**config.mk**
```make
export PLATFORM = sky130hd
export DESIGN_NAME = pending_count_priority_dispatcher_unit
export DESIGN_NICKNAME = d
export VERILOG_FILES = /design/src/rtl/core/pcpd_pkg.sv /design/src/rtl/core/pending_count_priority_dispatcher_unit.sv /design/src/rtl/core/pcpd_ram.sv /design/src/rtl/core/pcpd_datapath.sv /design/src/rtl/core/pcpd_ctrl.sv
export SDC_FILE = /design/constraint.sdc
export NUM_CORES = 1
export LEC_CHECK = 0
export BUFFER_PORTS_ARGS = -buffer_cell sky130_fd_sc_hd__buf_2
export CAP_MARGIN = 40
export CORE_MARGIN = 1
export CORE_UTILIZATION = 48
export CTS_CLUSTER_SIZE = 14
export DETAILED_ROUTE_END_ITERATION = 7
export PLACE_DENSITY = 0.71
export SLEW_MARGIN = 20
export SYNTH_ARGS = -nofsm -noshare
export SYNTH_HDL_FRONTEND = slang
export SYNTH_HIERARCHICAL = 1
export SYNTH_SLANG_ARGS = --single-unit
```
**constraint.sdc**
```tcl
create_clock -name aclk -period 5 [get_ports aclk]
set_input_delay 0 -clock aclk [delete_from_list [all_inputs] [get_ports aclk]]
set_output_delay 0 -clock aclk [all_outputs]
set_load 0.005 [all_outputs]
```
**src/rtl/core/pcpd_pkg.sv**
```systemverilog
package pcpd_pkg;

    // Number of task sources and width of each pending counter.
    localparam int NUM_SOURCES = 10;
    localparam int COUNT_WIDTH = 8;

    // Fixed field widths of the channels.
    localparam int ID_W    = 4;
    localparam int TOTAL_W = 12;

    // Width of an index into the counter store.
    localparam int IDX_W = $clog2(NUM_SOURCES);

    // Operation codes of an input transaction.
    localparam logic OP_POST     = 1'b0;
    localparam logic OP_DISPATCH = 1'b1;

    typedef enum logic [1:0] {
        STAT_OK    = 2'd0,
        STAT_RANGE = 2'd1,
        STAT_FULL  = 2'd2,
        STAT_EMPTY = 2'd3
    } status_t;

    // Commands from the controller to the datapath.
    typedef struct packed {
        logic capture;
        logic mem_read;
        logic commit;
        logic skip;
    } ctrl_cmd_t;

    // Status from the datapath to the controller.
    typedef struct packed {
        logic mem_needed;
    } ctrl_sts_t;

endpackage

```
**src/rtl/core/pending_count_priority_dispatcher_unit.sv**
```systemverilog
// Channel   Direction  Handshake            Payload
// s_        input      s_valid / s_ready    s_op, s_task_id
// m_        output     m_valid / m_ready    m_granted, m_granted_task, m_status,
//                                           m_pending_total
//
// One transaction is in flight at a time. A post to an out-of-range source or a
// dispatch with nothing pending raises m_valid straight from the decide state;
// any other transaction passes through the commit state first, since it reads and
// then writes the counter RAM. s_ready rises at the edge where the result is taken.
// Reset (aresetn low, synchronous) clears the per-source nonzero bits and the
// total, which makes every counter read as zero without a clearing pass.
// A stalled result simply holds in the output registers until m_ready is high.
module pending_count_priority_dispatcher_unit (
    input  logic                         aclk,
    input  logic                         aresetn,
    input  logic                         s_valid,
    output logic                         s_ready,
    input  logic                         s_op,
    input  logic [pcpd_pkg::ID_W-1:0]    s_task_id,
    output logic                         m_valid,
    input  logic                         m_ready,
    output logic                         m_granted,
    output logic [pcpd_pkg::ID_W-1:0]    m_granted_task,
    output logic [1:0]                   m_status,
    output logic [pcpd_pkg::TOTAL_W-1:0] m_pending_total
);

    import pcpd_pkg::*;

    // The controller sequences each transaction through capture, the counter
    // read, the update and the result hand-off. The datapath owns the counter
    // RAM, its nonzero bits, the running total and the result registers.
    ctrl_cmd_t cmd;
    ctrl_sts_t sts;

    pcpd_ctrl u_ctrl (
        .aclk    (aclk),
        .aresetn (aresetn),
        .s_valid (s_valid),
        .s_ready (s_ready),
        .m_valid (m_valid),
        .m_ready (m_ready),
        .sts     (sts),
        .cmd     (cmd)
    );

    pcpd_datapath u_datapath (
        .aclk            (aclk),
        .aresetn         (aresetn),
        .cmd             (cmd),
        .sts             (sts),
        .s_op            (s_op),
        .s_task_id       (s_task_id),
        .m_granted       (m_granted),
        .m_granted_task  (m_granted_task),
        .m_status        (m_status),
        .m_pending_total (m_pending_total)
    );

endmodule

```
**src/rtl/core/pcpd_ram.sv**
```systemverilog
module pcpd_ram #(
    parameter int WIDTH = 8,
    parameter int DEPTH = 16
) (
    input  logic                     aclk,
    input  logic                     we,
    input  logic [$clog2(DEPTH)-1:0] waddr,
    input  logic [WIDTH-1:0]         wdata,
    input  logic                     re,
    input  logic [$clog2(DEPTH)-1:0] raddr,
    output logic [WIDTH-1:0]         rdata
);

    logic [WIDTH-1:0] mem_reg [DEPTH];
    logic [WIDTH-1:0] rdata_reg;

    always_ff @(posedge aclk) begin
        if (we) begin
            mem_reg[waddr] <= wdata;
        end
        if (re) begin
            rdata_reg <= mem_reg[raddr];
        end
    end

    assign rdata = rdata_reg;

endmodule

```
**src/rtl/core/pcpd_datapath.sv**
```systemverilog
module pcpd_datapath (
    input  logic                         aclk,
    input  logic                         aresetn,
    input  pcpd_pkg::ctrl_cmd_t          cmd,
    output pcpd_pkg::ctrl_sts_t          sts,
    input  logic                         s_op,
    input  logic [pcpd_pkg::ID_W-1:0]    s_task_id,
    output logic                         m_granted,
    output logic [pcpd_pkg::ID_W-1:0]    m_granted_task,
    output logic [1:0]                   m_status,
    output logic [pcpd_pkg::TOTAL_W-1:0] m_pending_total
);

    import pcpd_pkg::*;

    localparam logic [COUNT_WIDTH-1:0] COUNT_MAX = '1;

    logic                   op_reg;
    logic [ID_W-1:0]        id_reg;
    logic [IDX_W-1:0]       pick_reg;
    logic [IDX_W-1:0]       pick_next;
    logic                   any_reg;
    logic                   any_next;
    logic [NUM_SOURCES-1:0] nonzero_reg;
    logic [TOTAL_W-1:0]     total_reg;
    logic                   granted_reg;
    logic [ID_W-1:0]        gtask_reg;
    status_t                status_reg;

    logic                   is_post;
    logic                   in_range;
    logic [IDX_W-1:0]       addr;
    logic [COUNT_WIDTH-1:0] rd_data;
    logic [COUNT_WIDTH-1:0] cur_count;
    logic                   is_full;
    logic                   mem_we;
    logic [COUNT_WIDTH-1:0] mem_wdata;

    // The lowest-numbered source with a nonzero count wins.
    always_comb begin
        pick_next = '0;
        any_next  = 1'b0;
        for (int i = NUM_SOURCES - 1; i >= 0; i--) begin
            if (nonzero_reg[i]) begin
                pick_next = IDX_W'(i);
                any_next  = 1'b1;
            end
        end
    end

    assign is_post  = (op_reg == OP_POST);
    assign in_range = ({1'b0, id_reg} < (ID_W + 1)'(NUM_SOURCES));
    assign addr     = is_post ? id_reg[IDX_W-1:0] : pick_reg;

    assign sts.mem_needed = is_post ? in_range : any_reg;

    // A counter without its nonzero bit has never been written since reset or
    // was drained to zero, so its stored word is not trusted.
    assign cur_count = nonzero_reg[addr] ? rd_data : '0;
    assign is_full   = (cur_count == COUNT_MAX);
    assign mem_we    = cmd.commit && !(is_post && is_full);
    assign mem_wdata = is_post ? cur_count + COUNT_WIDTH'(1) : cur_count - COUNT_WIDTH'(1);

    pcpd_ram #(
        .WIDTH(COUNT_WIDTH),
        .DEPTH(NUM_SOURCES)
    ) u_count_ram (
        .aclk  (aclk),
        .we    (mem_we),
        .waddr (addr),
        .wdata (mem_wdata),
        .re    (cmd.mem_read),
        .raddr (addr),
        .rdata (rd_data)
    );

    always_ff @(posedge aclk) begin
        if (!aresetn) begin
            nonzero_reg <= '0;
            total_reg   <= '0;
        end else if (cmd.commit) begin
            if (is_post) begin
                if (!is_full) begin
                    nonzero_reg[addr] <= 1'b1;
                    total_reg         <= total_reg + TOTAL_W'(1);
                end
            end else begin
                nonzero_reg[addr] <= (cur_count != COUNT_WIDTH'(1));
                total_reg         <= total_reg - TOTAL_W'(1);
            end
        end
    end

    always_ff @(posedge aclk) begin
        if (cmd.capture) begin
            op_reg   <= s_op;
            id_reg   <= s_task_id;
            pick_reg <= pick_next;
            any_reg  <= any_next;
        end
        if (cmd.skip) begin
            granted_reg <= 1'b0;
            gtask_reg   <= '0;
            status_reg  <= is_post ? STAT_RANGE : STAT_EMPTY;
        end else if (cmd.commit) begin
            if (is_post) begin
                granted_reg <= 1'b0;
                gtask_reg   <= '0;
                status_reg  <= is_full ? STAT_FULL : STAT_OK;
            end else begin
                granted_reg <= 1'b1;
                gtask_reg   <= ID_W'(pick_reg);
                status_reg  <= STAT_OK;
            end
        end
    end

    assign m_granted       = granted_reg;
    assign m_granted_task  = gtask_reg;
    assign m_status        = status_reg;
    assign m_pending_total = total_reg;

endmodule

```
**src/rtl/core/pcpd_ctrl.sv**
```systemverilog
module pcpd_ctrl (
    input  logic                aclk,
    input  logic                aresetn,
    input  logic                s_valid,
    output logic                s_ready,
    output logic                m_valid,
    input  logic                m_ready,
    input  pcpd_pkg::ctrl_sts_t sts,
    output pcpd_pkg::ctrl_cmd_t cmd
);

    import pcpd_pkg::*;

    typedef enum logic [1:0] {
        S_IDLE,
        S_DECIDE,
        S_COMMIT,
        S_RESULT
    } state_t;

    state_t state_reg;
    logic   s_ready_reg;
    logic   m_valid_reg;

    always_comb begin
        cmd          = '0;
        cmd.capture  = (state_reg == S_IDLE) && s_valid && s_ready_reg;
        cmd.mem_read = (state_reg == S_DECIDE) && sts.mem_needed;
        cmd.skip     = (state_reg == S_DECIDE) && !sts.mem_needed;
        cmd.commit   = (state_reg == S_COMMIT);
    end

    always_ff @(posedge aclk) begin
        if (!aresetn) begin
            state_reg   <= S_IDLE;
            s_ready_reg <= 1'b1;
            m_valid_reg <= 1'b0;
        end else begin
            unique case (state_reg)
                S_IDLE: begin
                    if (s_valid && s_ready_reg) begin
                        state_reg   <= S_DECIDE;
                        s_ready_reg <= 1'b0;
                    end
                end
                S_DECIDE: begin
                    if (sts.mem_needed) begin
                        state_reg <= S_COMMIT;
                    end else begin
                        state_reg   <= S_RESULT;
                        m_valid_reg <= 1'b1;
                    end
                end
                S_COMMIT: begin
                    state_reg   <= S_RESULT;
                    m_valid_reg <= 1'b1;
                end
                S_RESULT: begin
                    if (m_ready) begin
                        state_reg   <= S_IDLE;
                        m_valid_reg <= 1'b0;
                        s_ready_reg <= 1'b1;
                    end
                end
                default: begin
                    state_reg <= S_IDLE;
                end
            endcase
        end
    end

    assign s_ready = s_ready_reg;
    assign m_valid = m_valid_reg;

endmodule

```
[Yosys cells after proc, flatten, opt, wreduce, memory -nomap -nowiden]
Memory sizes are Yosys's and may differ from the RTL's. A register that Yosys moved wholly into a read port is not among the register bits.
Index checks and enable logic that the tools add are counted.
Storage, ports and cells
  flip-flop bits (word level): 43
  bits in writable memories: 80
  input bits: 9
  output and inout bits: 21
  logic and storage cells: 98
  memories: 1
Memory list
  u_datapath.u_count_ram.mem_reg: depth 10, width 8, read ports 1, clocked after Yosys merged registers in 1, write ports 1, RTL line pcpd_ram.sv:14  | logic [WIDTH-1:0] mem_reg [DEPTH];
Operators by class
  add/subtract/negate cells: 4
  $lt $le $gt $ge: 3
  equal/unequal tests: 9
  mux-type cells: 42
  bitwise logic cells: 2
  reductions and logical operators: 22
Operator list (count)
  $mux 12: 2
  $mux 10: 2
  $mux 2: 9
  $mux 4: 4
  $mux 8: 2
  $mux 1: 13
  $add 12x1->12 const B: 1
  $mux 3: 4
  $sub 12x1->12 const B: 1
  $bwmux 10: 1
  $or 10x10->10: 1
  $reduce_or 9->1: 1
  $add 8x1->8 const B: 1
  $eq 8x8->1 const B: 1
  $logic_and 1x1->1: 8
  $ne 8x1->1 const B: 1
  $pmux 2 s4: 1
  $reduce_or 8->1: 1
  $sub 8x1->8 const B: 1
  $ne 2x2->1 const B: 3
  $reduce_and 3->1: 2
  $lt 4x5->1 const B: 1
  $bmux 1 s4: 1
  $demux 1 s4: 1
  other kinds (15): 19

[Longest topological paths before layout]
Gate-level depths: netlist (run 1).
  depth in word-level cells: 10
  depth in mapped cells: 19
  gate-level depth less buffers: 15

[By module]
Netlist (run 1), hierarchy kept.
Modules (own cells, without submodules)
  pcpd_ram: instances 1, cells each 189, area each 3482.1 sq um
  pcpd_datapath: instances 1, cells each 324, area each 2737.6 sq um
  pcpd_ctrl: instances 1, cells each 33, area each 286.5 sq um

[Least setup slack after synthesis (run 1)]
Ideal clock, no wire load.
  path type: register -> register
  start: reg u_datapath.op_reg
  end: mem u_datapath.u_count_ram.mem_reg[0][0] (enable)
  library setup time: 0.383 ns
  arrival: 4.350 ns
  path slack: 0.266 ns
  stages on the path, launching flop included: 18
  buffers on the path: 3
  clock period less this slack: 4.734 ns
  cells stage by stage: edfxtp_1 buf_6 mux2_2 mux4_2 nor2_4 nor2_1 clkbuf_1 nand2_1 inv_1 ha_1 inv_1 nor3_1 nand3_1 o41ai_4 inv_4 buf_6 or3b_2 nor3_1
Between the ends
  cells in the longest elaborated chain, start to end: 10
  elaborated cells on any way between the ends: 11
RTL lines
  start: declaration: RTL line pcpd_datapath.sv:18  | logic op_reg;
  start signal: assignment: RTL line pcpd_datapath.sv:96  | op_reg <= s_op;
  $mux 4: RTL line pcpd_datapath.sv:53  | assign addr = is_post ? id_reg[IDX_W-1:0] : pick_reg;
  net u_datapath.addr[1]: RTL line pcpd_datapath.sv:32  | logic [IDX_W-1:0] addr;
  $bmux 1 s4: RTL line pcpd_datapath.sv:59  | assign cur_count = nonzero_reg[addr] ? rd_data : '0;
  $mux 1 (not written as such): RTL line pcpd_datapath.sv:59
  $mux 8: RTL line pcpd_datapath.sv:59
  $eq 8x8->1: RTL line pcpd_datapath.sv:60  | assign is_full = (cur_count == COUNT_MAX);
  $logic_and 1x1->1: RTL line pcpd_datapath.sv:61  | assign mem_we = cmd.commit && !(is_post && is_full);
  $logic_not 1->1: RTL line pcpd_datapath.sv:61
  $logic_and 1x1->1: RTL line pcpd_datapath.sv:61
  net u_datapath.mem_we: RTL line pcpd_datapath.sv:36  | logic mem_we;
  $mux 1: RTL line pcpd_ram.sv:18  | if (we) begin
  $mux 1 (not written as such): RTL line pcpd_ram.sv:19  | mem_reg[waddr] <= wdata;
  end: declaration: RTL line pcpd_ram.sv:14
The timed path passes the listed nets, and every way through them passes these cells. The select of a mux whose other input is x is not followed.

[Worst setup path after layout (run 1)]
  start: reg u_datapath.op_reg
  end: mem u_datapath.u_count_ram.mem_reg[3][5] (enable)
Between the ends
  cells in the longest elaborated chain, start to end: 10
  elaborated cells on any way between the ends: 11
RTL lines (RTL line)
  $mux 4: pcpd_datapath.sv:53
  $bmux 1 s4: pcpd_datapath.sv:59
  $mux 1 (not written as such): pcpd_datapath.sv:59
  $mux 8: pcpd_datapath.sv:59
  $eq 8x8->1: pcpd_datapath.sv:60
  $logic_and 1x1->1: pcpd_datapath.sv:61
  $logic_not 1->1: pcpd_datapath.sv:61
  $logic_and 1x1->1: pcpd_datapath.sv:61
  $mux 1: pcpd_ram.sv:18
  $mux 1 (not written as such): pcpd_ram.sv:19
Parallel ways exist; a longest one is shown, timed or not. The select of a mux whose other input is x is not followed.

==> flow_summary.json, run 1 <==
{
  "via_per_inst": 5.76,
  "worstPathArrival_ps": 4610,
  "multi_input_area_um2": 2620,
  "muxShareOfSynthArea": 0.0954,
  "hold_viol": 0,
  "clock-sinks": 131,
  "synth_area_leaders": "edfxtp_1 46%, dfxtp_1 9.5%, mux2_2 4.7%",
  "setup_viol": 0,
  "cp_top_family": "simple AND/OR/NAND/NOR gates",
  "rows": 42,
  "grt_pass1_wl_mm": 22.6,
  "synth_fp_nets": 574,
  "regToRegSetupSlack_ps": 450,
  "io_pins": 30,
  "cts_buffers": 17,
  "powerDensity_nw_per_um2": 547,
  "grt_pass1_vias": 4403,
  "die_h_um": 118,
  "syn_area_per_cell_um2": 11.9,
  "critPathKind": "flip-flop to flip-flop",
  "reg2reg_to": "u_datapath/u_count_ram/mem_reg[3][5]",
  "place.gp.congestion": 0.912,
  "synth_cell_type_count": 69,
  "start_util": 0.491,
  "power.total_w": 0.00410,
  "overflow": 0,
  "cp_max_fo": 33,
  "min_from": "s_valid",
  "maxCapViolations": 0,
  "synth_xor_area_frac": 0.0175,
  "largest_register_ffs": 80,
  "dpl-instance-area_um2": 6830,
  "status": "finished, final reports clean",
  "drtPass1Iterations": 5,
  "worst_pin_slew_ps": 809,
  "fin_tns_setup_ps": 0,
  "core_um2": 13200,
  "cts-root-buf": "clkbuf_16",
  "synth_top_family_by_area": "compound AO/OA/AOI/OAI gates",
  "maxSlewHeadroom": 0.460,
  "synthFlopType": "edfxtp_1",
  "hp-class": "input pin to flip-flop",
  "hold_path_end": "u_ctrl/state_reg[1]",
  "antenna_found_initial": 0,
  "fmax_mhz": 220,
  "crit_path_end_kind": "flip-flop",
  "drt-total-wl_mm": 14.2,
  "portBuffers": 29,
  "synth_edf_count": 100,
  "drive_above_1_share": 0.204,
  "yosysTopAreaCell": "edfxtp_1",
  "drt-initial-drc-count": 477,
  "worst_path_most_repeated_cell": "buf_4",
  "rsz0062_at_grt": "false",
  "grt_util_all_layers": 0.213,
  "grt_max_degree": 34,
  "clkSlewWorstSetupHoldPaths_ps": 60,
  "fin_area_um2": 7490,
  "final-max-slew-violation-count": 0,
  "min_path_cells": 3,
  "dieArea_um2": 14000,
  "fin_crit_ps": 4550,
  "async_flop_share": 0,
  "drc_errors": 0,
  "ys_seq_elements": 131,
  "finalCritPeriodShare": 0.911,
  "ant_nets": 0,
  "nets": 622,
  "yosysWarnings": 6,
  "ir_worst_vdd_v": 0.000269,
  "cts_tree": "built",
  "synth.most_common_cell": "edfxtp_1",
  "synth_compound_area_frac": 0.136,
  "synthAdderAreaFrac": 0.0377,
  "via_count": 4511,
  "reg2regPathDepth": 19,
  "clk_latency_ps": 410,
  "p_leak_nw": 2.75,
  "crit_path_top_delay_cell": "or3b_2",
  "die_w_um": 118,
  "startpoint_type": "flip-flop",
  "netlist_area_um2": 6510,
  "clockBufferDepth": 2,
  "regToRegStartpoint": "u_datapath/op_reg",
  "hpwl_mm": 9.95,
  "seq_area_um2": 3620,
  "post-cts-setup-buffers": 0,
  "htreeDepth": 4,
  "synth_cells": 546,
  "synth_top_area_frac": 0.462,
  "finClkSkew_ps": 7.83,
  "synthTopCellsByCount": "100 x edfxtp_1, 39 x nand2_1, 38 x nor2_1",
  "diodes": 0,
  "wl_per_cell_um": 18.1,
  "cpPeakStageDelay_ps": 550,
  "ys_seq_area_frac": 0.557,
  "path_buf_inv": 7,
  "fill_cells": 1113,
  "worstPathCellList": "buf_4, nor3_1, a21oi_1, o31ai_2, a31oi_2, buf_4, nor2_1, buf_4, nand2_1, inv_1, ha_1, inv_1, nor3_2, nand3_1, o41ai_4, buf_4, inv_4, or3b_2, nor2_2",
  "final_core_util": 0.566,
  "yosys.area_share.simple": 0.114,
  "cp.required_ps": 5060,
  "area_growth_pct": 15.1
}
per-layer routing:
layer	wire length [um]	global-route usage	part of all wire	up-vias
met4	237	0.0831	0.017	0
met3	649	0.0405	0.046	19
met1	6420	0.278	0.45	2182
li1	-	-	-	2160
met5	0	0	0	-
met2	6890	0.350	0.49	150
how the worst max path moves through the flow:
stage / from / endpoint / cells after the start
after floorplan: u_datapath/op_reg / u_datapath/u_count_ram/mem_reg[0][0] / 17
after detailed placement: u_datapath/op_reg / u_datapath/u_count_ram/mem_reg[2][0] / 19
after global placement: u_datapath/pick_reg[1] / u_datapath/u_count_ram/mem_reg[3][4] / 16
after CTS: u_datapath/op_reg / u_datapath/u_count_ram/mem_reg[2][3] / 19
final: u_datapath/op_reg / u_datapath/u_count_ram/mem_reg[3][5] / 19
after global routing: u_datapath/op_reg / u_datapath/u_count_ram/mem_reg[3][3] / 19
cell families (layout without fill, tap and decap cells):
| group | after synthesis | in the layout |
|---|---|---|
| xor+xnor | 13 | 13 |
| compound gates | 124 | 124 |
| flops | 131 | 131 |
| buf+inv | 50 | 111 |
| mux | 57 | 57 |
| simple gates | 152 | 152 |
| fa+ha+maj | 19 | 19 |
area by class of cell:
| cell class | instances | area share |
|---|---|---|
| Tap cell | 176 | 0.0294 |
| Timing Repair Buffer | 56 | 0.0508 |
| Inverter | 23 | 0.0119 |
| Clock buffer | 18 | 0.0573 |
| Sequential cell | 131 | 0.484 |
| Clock inverter | 14 | 0.0172 |
| Multi-Input combinational cell | 365 | 0.350 |
placed cells by master (no fill, tap or decap), drive strengths merged, types with 4 or more instances in the layout:
cell type    count
o21ai           22
mux2            27
a21o             4
clkinv           8
inv             26
a22o             8
nor2            39
dlygate4sd3      8
a21oi           26
clkbuf          19
mux2i           29
nand2           39
ha              18
nor2b            6
dfxtp           31
nor3            20
or3              4
o31ai           18
nor4             4
nand3b           4
edfxtp         100
buf             47
nand2b          11
a31oi            7
xnor2            9
nand4            6
xor2             4
o22ai            9
nand3           10
power breakdown:
group	internal, W	leakage (nW)	switching [W]
sequential	0.00144	1.16	0.000112
combinational	0.000549	1.33	0.000841
clock	0.000688	0.266	0.000465
total	0.00268	2.75	0.00142
timing repair:
action                     in CTS  in global routing
hold endpoints to repair       14                  0
setup endpoints to repair       0                 29
hold buffers                    8                  0
resized for setup               0                  4
tightest hold or removal path: stages:
cell      delay, ps
buf_2           100
a21boi_0        180
o31ai_1         250
through the flow:
stage | instances | setup slack [ps] | hold WS [ps]
final | 783 | 447 | 154
after global routing | 783 | 150 | 244
after CTS | 781 | 260 | 143
after detailed placement | 741 | 295 | 179
after global placement | 734 | 515 | 178
after floorplan | 546 | 266 | 76.2
(Power assumes the default switching activity.)
==> run 2, diff against run 1 <==
--- a/config.mk
+++ b/config.mk
@@ -5,6 +5,7 @@
 export SDC_FILE = /design/constraint.sdc
 export NUM_CORES = 1
 export LEC_CHECK = 0
+export ABC_AREA = 1
 export BUFFER_PORTS_ARGS = -buffer_cell sky130_fd_sc_hd__buf_2
 export CAP_MARGIN = 40
 export CORE_MARGIN = 1
==> run 2 against run 1 <==
  * Critical path depth shrank 5
  * Design area up 3.6%
  * Synthesized cell count rose by 43%
  * Wire length increased by 9.0%
  * Final cell count increased by 29%
  * Combinational power increased by 36%
  * Count of clock-buffer cells in the layout increased by 2
  * Register-to-register slack improved by 510 ps
  * Sequential power grew 6%
  * Global-route usage increased by 1.1 points
  * Sequential cell count did not move
==> flow_summary.json, run 2 <==
{
  "p_leak_nw": 3.43,
  "ant_nets": 0,
  "diodes": 0,
  "worst_pin_slew_ps": 728,
  "antenna_found_initial": 0,
  "clk_latency_ps": 420,
  "synth_cells": 780,
  "clock-sinks": 131,
  "worstPathArrival_ps": 4100,
  "synth_top_area_frac": 0.436,
  "cp_max_fo": 26,
  "grt_util_all_layers": 0.223,
  "dieArea_um2": 14800,
  "finalCritPeriodShare": 0.809,
  "place.gp.congestion": 0.895,
  "clockBufferDepth": 2,
  "ir_worst_vdd_v": 0.000286,
  "rsz0062_at_grt": "false",
  "area_growth_pct": 12.7,
  "grt_max_degree": 46,
  "grt_pass1_vias": 4932,
  "rows": 43,
  "synth.most_common_cell": "nand2_1",
  "critPathKind": "flip-flop to flip-flop",
  "portBuffers": 29,
  "htreeDepth": 4,
  "hp-class": "input pin to flip-flop",
  "drtPass1Iterations": 6,
  "grt_pass1_wl_mm": 24.8,
  "status": "finished, final reports clean",
  "stdcell_count": 1011,
  "ys_seq_area_frac": 0.526,
  "fmax_mhz": 247,
  "cts_buffers": 17,
  "hold_viol": 0,
  "cts-root-buf": "clkbuf_16",
  "cts_tree": "built",
  "startpoint_type": "flip-flop",
  "synth_edf_count": 100,
  "setup_viol": 0,
  "layout_common_cells": "170 x nand2_1, 112 x inv_1, 100 x edfxtp_1",
  "final_core_util": 0.557,
  "overflow": 0,
  "powerDensity_nw_per_um2": 611,
  "core_um2": 13900,
  "synthFlopType": "edfxtp_1",
  "fin_tns_setup_ps": 0,
  "largest_register_ffs": 80,
  "fill_cells": 1260,
  "die_w_um": 122,
  "netlist_area_um2": 6890,
  "synth_fp_nets": 808,
  "die_h_um": 122,
  "start_util": 0.494,
  "yosysTopAreaCell": "edfxtp_1",
  "nets": 846,
  "yosysWarnings": 6,
  "clkSlewWorstSetupHoldPaths_ps": 60,
  "finClkSkew_ps": 9.64,
  "fin_crit_ps": 4040,
  "dp.cells": 973,
  "hpwl_mm": 10.8,
  "crit_path_end_kind": "flip-flop",
  "via_per_inst": 5.31,
  "cts_resized": 0,
  "async_flop_share": 0,
  "synth_cell_type_count": 44,
  "synthTopCellsByCount": "170 x nand2_1, 112 x inv_1, 100 x edfxtp_1",
  "layout.cells.most_common": "nand2_1",
  "drive_above_1_share": 0.142,
  "via_count": 5369,
  "syn_area_per_cell_um2": 8.83,
  "drc_errors": 0,
  "power.total_w": 0.00475,
  "wl_per_cell_um": 15.3,
  "io_pins": 30,
  "drt-initial-drc-count": 539,
  "synth_area_leaders": "edfxtp_1 44%, nand2_1 9.3%, dfxtp_1 9.0%",
  "final-max-slew-violation-count": 0,
  "maxSlewHeadroom": 0.513,
  "cp.required_ps": 5050,
  "maxCapViolations": 0,
  "drt-total-wl_mm": 15.5,
  "ys_seq_elements": 131
}
==> run 2: layout make-up <==
cell class	count	area [um^2]	area share
flip-flops and latches	131	3620	0.467
multi-input cells	506	2610	0.336
clock buffers	20	447	0.0575
inverters	117	444	0.0572
repair buffers	45	280	0.0361
well taps	180	225	0.0290
clock inverters	12	135	0.0174
==> run 2: worst max-delay path, cell delays in order (launching register included) <==
cell      delay (ps)
edfxtp_1         550
o21ai_4          630
inv_2            120
nand3_1          130
nand2_2          100
nand3_1          170
nor2_1           120
ha_1             230
nand3_1          100
nor2_2            70
nand3_4          200
nand2_4          130
inv_2            300
nand2_1          220
nor2_1           610
==> run 2: where the power goes <==
part / switching [W] / internal (W) / leakage (nW)
clock network: 0.000460 / 0.000747 / 0.274
registers: 0.000107 / 0.00155 / 1.17
logic: 0.00129 / 0.000594 / 1.99
total: 0.00186 / 0.00289 / 3.43
==> run 2: timing repair <==
action	CTS	global route
hold endpoints to repair	6	0
hold buffers	6	0
setup buffers	0	0
==> run 2: kinds of logic (layout without fill, tap and decap cells) <==
| kind of cell | count (synthesis) | after routing | share of synthesized area |
|---|---|---|---|
| adder cells (fa/ha/maj) | 19 | 19 | 0.0356 |
| AO/OA/AOI/OAI | 76 | 76 | 0.0632 |
| flip-flops | 131 | 131 | 0.526 |
| buffers and inverters | 143 | 194 | 0.0950 |
| XOR/XNOR | 17 | 17 | 0.0216 |
| AND/OR/NAND/NOR | 394 | 394 | 0.258 |
==> run 2: per-stage QoR <==
| stage | setup slack, ps | hold slack [ps] | cell area, um^2 |
|---|---|---|---|
| finish | 956 | 23.5 | 7760 |
| global route | 616 | 37.2 | 7760 |
| CTS | 1010 | 9.37 | 7760 |
| detailed placement | 1030 | 179 | 7120 |
| global placement | 1080 | 177 | 7110 |
| floorplan | 1760 | 75.5 | 6890 |
==> run 2: final timing paths <==
check | from | to | slack, ps | cells after the start
max | u_datapath/op_reg | u_datapath/u_count_ram/mem_reg[5][2] | 960 | 14
min | s_valid | u_ctrl/state_reg[0] | 20 | 5
max reg2reg | u_datapath/op_reg | u_datapath/u_count_ram/mem_reg[5][2] | 960 | 14
min reg2reg | u_ctrl/m_valid | u_ctrl/m_valid | 470 | 2
==> run 2: metal layers <==
| layer | GRT usage | wire length [um] | up-vias |
|---|---|---|---|
| met2 | 0.326 | 6830 | 245 |
| met4 | 0.0957 | 349 | 0 |
| li1 | - | - | 2636 |
| met5 | 0 | 0 | - |
| met1 | 0.317 | 7070 | 2456 |
| met3 | 0.0510 | 1220 | 32 |
==> run 3, diff against run 2 <==
--- a/config.mk
+++ b/config.mk
@@ -12,7 +12,7 @@
 export CORE_UTILIZATION = 48
 export CTS_CLUSTER_SIZE = 14
 export DETAILED_ROUTE_END_ITERATION = 7
-export PLACE_DENSITY = 0.71
+export PLACE_DENSITY = 0.69
 export SLEW_MARGIN = 20
 export SYNTH_ARGS = -nofsm -noshare
 export SYNTH_HDL_FRONTEND = slang
==> constraint.sdc (replaced) <==
create_clock -name aclk -period 4 [get_ports aclk]
set_input_delay 0 -clock aclk [delete_from_list [all_inputs] [get_ports aclk]]
set_output_delay 0 -clock aclk [all_outputs]
set_load 0.005 [all_outputs]
==> run 3 against run 2 <==
  * Sequential share of layout area shrank 0.37 points
  * Combinational power is 26% higher
  * Count of clock-buffer cells in the layout increased by 5
==> flow_summary.json, run 3 (synthesis gave the netlist of run 2 again) <==
{
  "status": "finished, final reports clean",
  "drc_errors": 0,
  "startpoint_type": "flip-flop",
  "portBuffers": 29,
  "cp_max_fo": 19,
  "ir_worst_vdd_v": 0.000328,
  "drt-total-wl_mm": 15.6,
  "maxCapViolations": 0,
  "hpwl_mm": 10.6,
  "p_seq_frac": 0.344,
  "grt_pass1_wl_mm": 24.6,
  "fill_cells": 1234,
  "start_util": 0.494,
  "diodes": 0,
  "finalCritPeriodShare": 0.918,
  "clockBufferDepth": 2,
  "area_growth_pct": 13.6,
  "rows": 43,
  "rsz0062_at_grt": "true",
  "worst_pin_slew_ps": 707,
  "pre_cts_ws_ps": 375,
  "antenna_found_initial": 0,
  "hp-class": "input pin to flip-flop",
  "via_count": 5300,
  "hold_viol": 0,
  "regToRegSetupSlack_ps": 330,
  "clk_latency_ps": 420,
  "grt_util_all_layers": 0.224,
  "critPathKind": "flip-flop to flip-flop",
  "min_from": "s_valid",
  "maxSlewHeadroom": 0.527,
  "swShare": 0.386,
  "largest_register_ffs": 80,
  "drt-initial-drc-count": 520,
  "fin_crit_ps": 3670,
  "place.gp.congestion": 0.905,
  "powerDensity_nw_per_um2": 764,
  "stdcell_count": 1017,
  "finClkSkew_ps": 7.45,
  "regToRegStartpoint": "u_datapath/op_reg",
  "hold_path_end": "u_ctrl/state_reg[0]",
  "grt_max_degree": 49,
  "cts_buffers": 17,
  "final-max-slew-violation-count": 0,
  "cts-root-buf": "clkbuf_16",
  "layout.cells.most_common": "nand2_1",
  "crit_path_end_kind": "flip-flop",
  "layout_common_cells": "170 x nand2_1, 112 x inv_1, 100 x edfxtp_1",
  "setup_viol": 0,
  "fmax_mhz": 272,
  "switching_power_w": 0.00231,
  "worstPathArrival_ps": 3720,
  "wl_per_cell_um": 15.3,
  "io_pins": 30,
  "grt_pass1_vias": 4867,
  "drive_above_1_share": 0.148,
  "setup_slack_ps": 329,
  "via_per_inst": 5.21,
  "pwr-share-clk": 0.256,
  "reg2regPathDepth": 15,
  "drtPass1Iterations": 5,
  "p_int_w": 0.00367,
  "die_h_um": 122,
  "nets": 852,
  "p_comb_frac": 0.400,
  "htreeDepth": 4,
  "min_path_cells": 5,
  "cts_tree": "built",
  "overflow": 0,
  "dp.cells": 977,
  "ant_nets": 0,
  "clock-sinks": 131,
  "die_w_um": 122,
  "core_um2": 13900,
  "reg2reg_to": "u_datapath/u_count_ram/mem_reg[2][0]",
  "dieArea_um2": 14800,
  "cp.required_ps": 4050,
  "clkSlewWorstSetupHoldPaths_ps": 60,
  "p_leak_nw": 3.47
}
==> run 3: stage by stage <==
stage | setup TNS (ps) | utilization | area [um^2] | power [W] | hold WS, ps
final | 0 | 0.562 | 7830 | 0.00598 | 19.6
after global routing | -5.80 | 0.562 | 7830 | 0.00635 | 55.7
after CTS | 0 | 0.561 | 7820 | 0.00598 | 6.10
after detailed placement | 0 | 0.513 | 7150 | 0.00443 | 179
after global placement | 0 | 0.512 | 7130 | 0.00438 | 177
after floorplan | 0 | - | 6890 | 0.00375 | 75.5
==> run 3: how the worst max path moves through the flow <==
stage	from	endpoint	cells past startpoint	slack (ps)
2_1_floorplan	u_datapath/op_reg	u_datapath/u_count_ram/mem_reg[0][0]	17	760
3_3_place_gp	u_datapath/op_reg	u_datapath/u_count_ram/mem_reg[0][5]	15	540
3_5_place_dp	u_datapath/op_reg	u_datapath/u_count_ram/mem_reg[0][3]	15	370
4_1_cts	u_datapath/op_reg	u_datapath/u_count_ram/mem_reg[0][5]	15	360
5_1_grt	u_datapath/op_reg	u_datapath/u_count_ram/mem_reg[3][2]	15	-2
6_report	u_datapath/op_reg	u_datapath/u_count_ram/mem_reg[2][0]	15	330
==> run 3: area by class of cell <==
cell class / instances / area, um^2 / share of cell area
well taps: 180 / 225 / 0.0288
flip-flops and latches: 131 / 3620 / 0.463
clock buffers: 25 / 527 / 0.0673
multi-input cells: 506 / 2610 / 0.333
clock inverters: 7 / 70.1 / 0.00895
inverters: 117 / 444 / 0.0568
repair buffers: 51 / 328 / 0.0419
==> run 3: critical path, stage by stage, from the launching register on <==
cell,delay (ps)
edfxtp_1,540
inv_2,170
nand2_1,140
nand2_2,140
nor2_2,240
nand2_2,140
nand3_1,160
nor2_1,110
ha_1,230
nand3_1,100
nor2_2,70
nand3_4,220
nand2_4,150
inv_2,120
nand3b_1,190
nor2_1,570
==> run 3: timing repair <==
action | 4_1_cts | 5_1_grt
hold buffers | 7 | 0
endpoints found under the hold margin | 7 | 0
setup endpoints to repair | 0 | 4
buffers inserted | 0 | 0
gates resized for setup | 0 | 0
==> run 3: power groups by stage <==
stage | logic, W | clock network [W] | registers, W
detailed placement | 0.00235 | 0 | 0.00208
global route | 0.00266 | 0.00160 | 0.00208
global placement | 0.00229 | 0 | 0.00209
floorplan | 0.00168 | 0 | 0.00206
CTS | 0.00237 | 0.00155 | 0.00206
finish | 0.00239 | 0.00153 | 0.00205
==> run 3: routing by layer <==
layer / track usage / up-vias / wire length, um
met5: 0 / - / 0
met4: 0.0864 / 0 / 329
met3: 0.0613 / 30 / 1110
met2: 0.342 / 193 / 7110
met1: 0.301 / 2430 / 7020
li1: - / 2647 / -
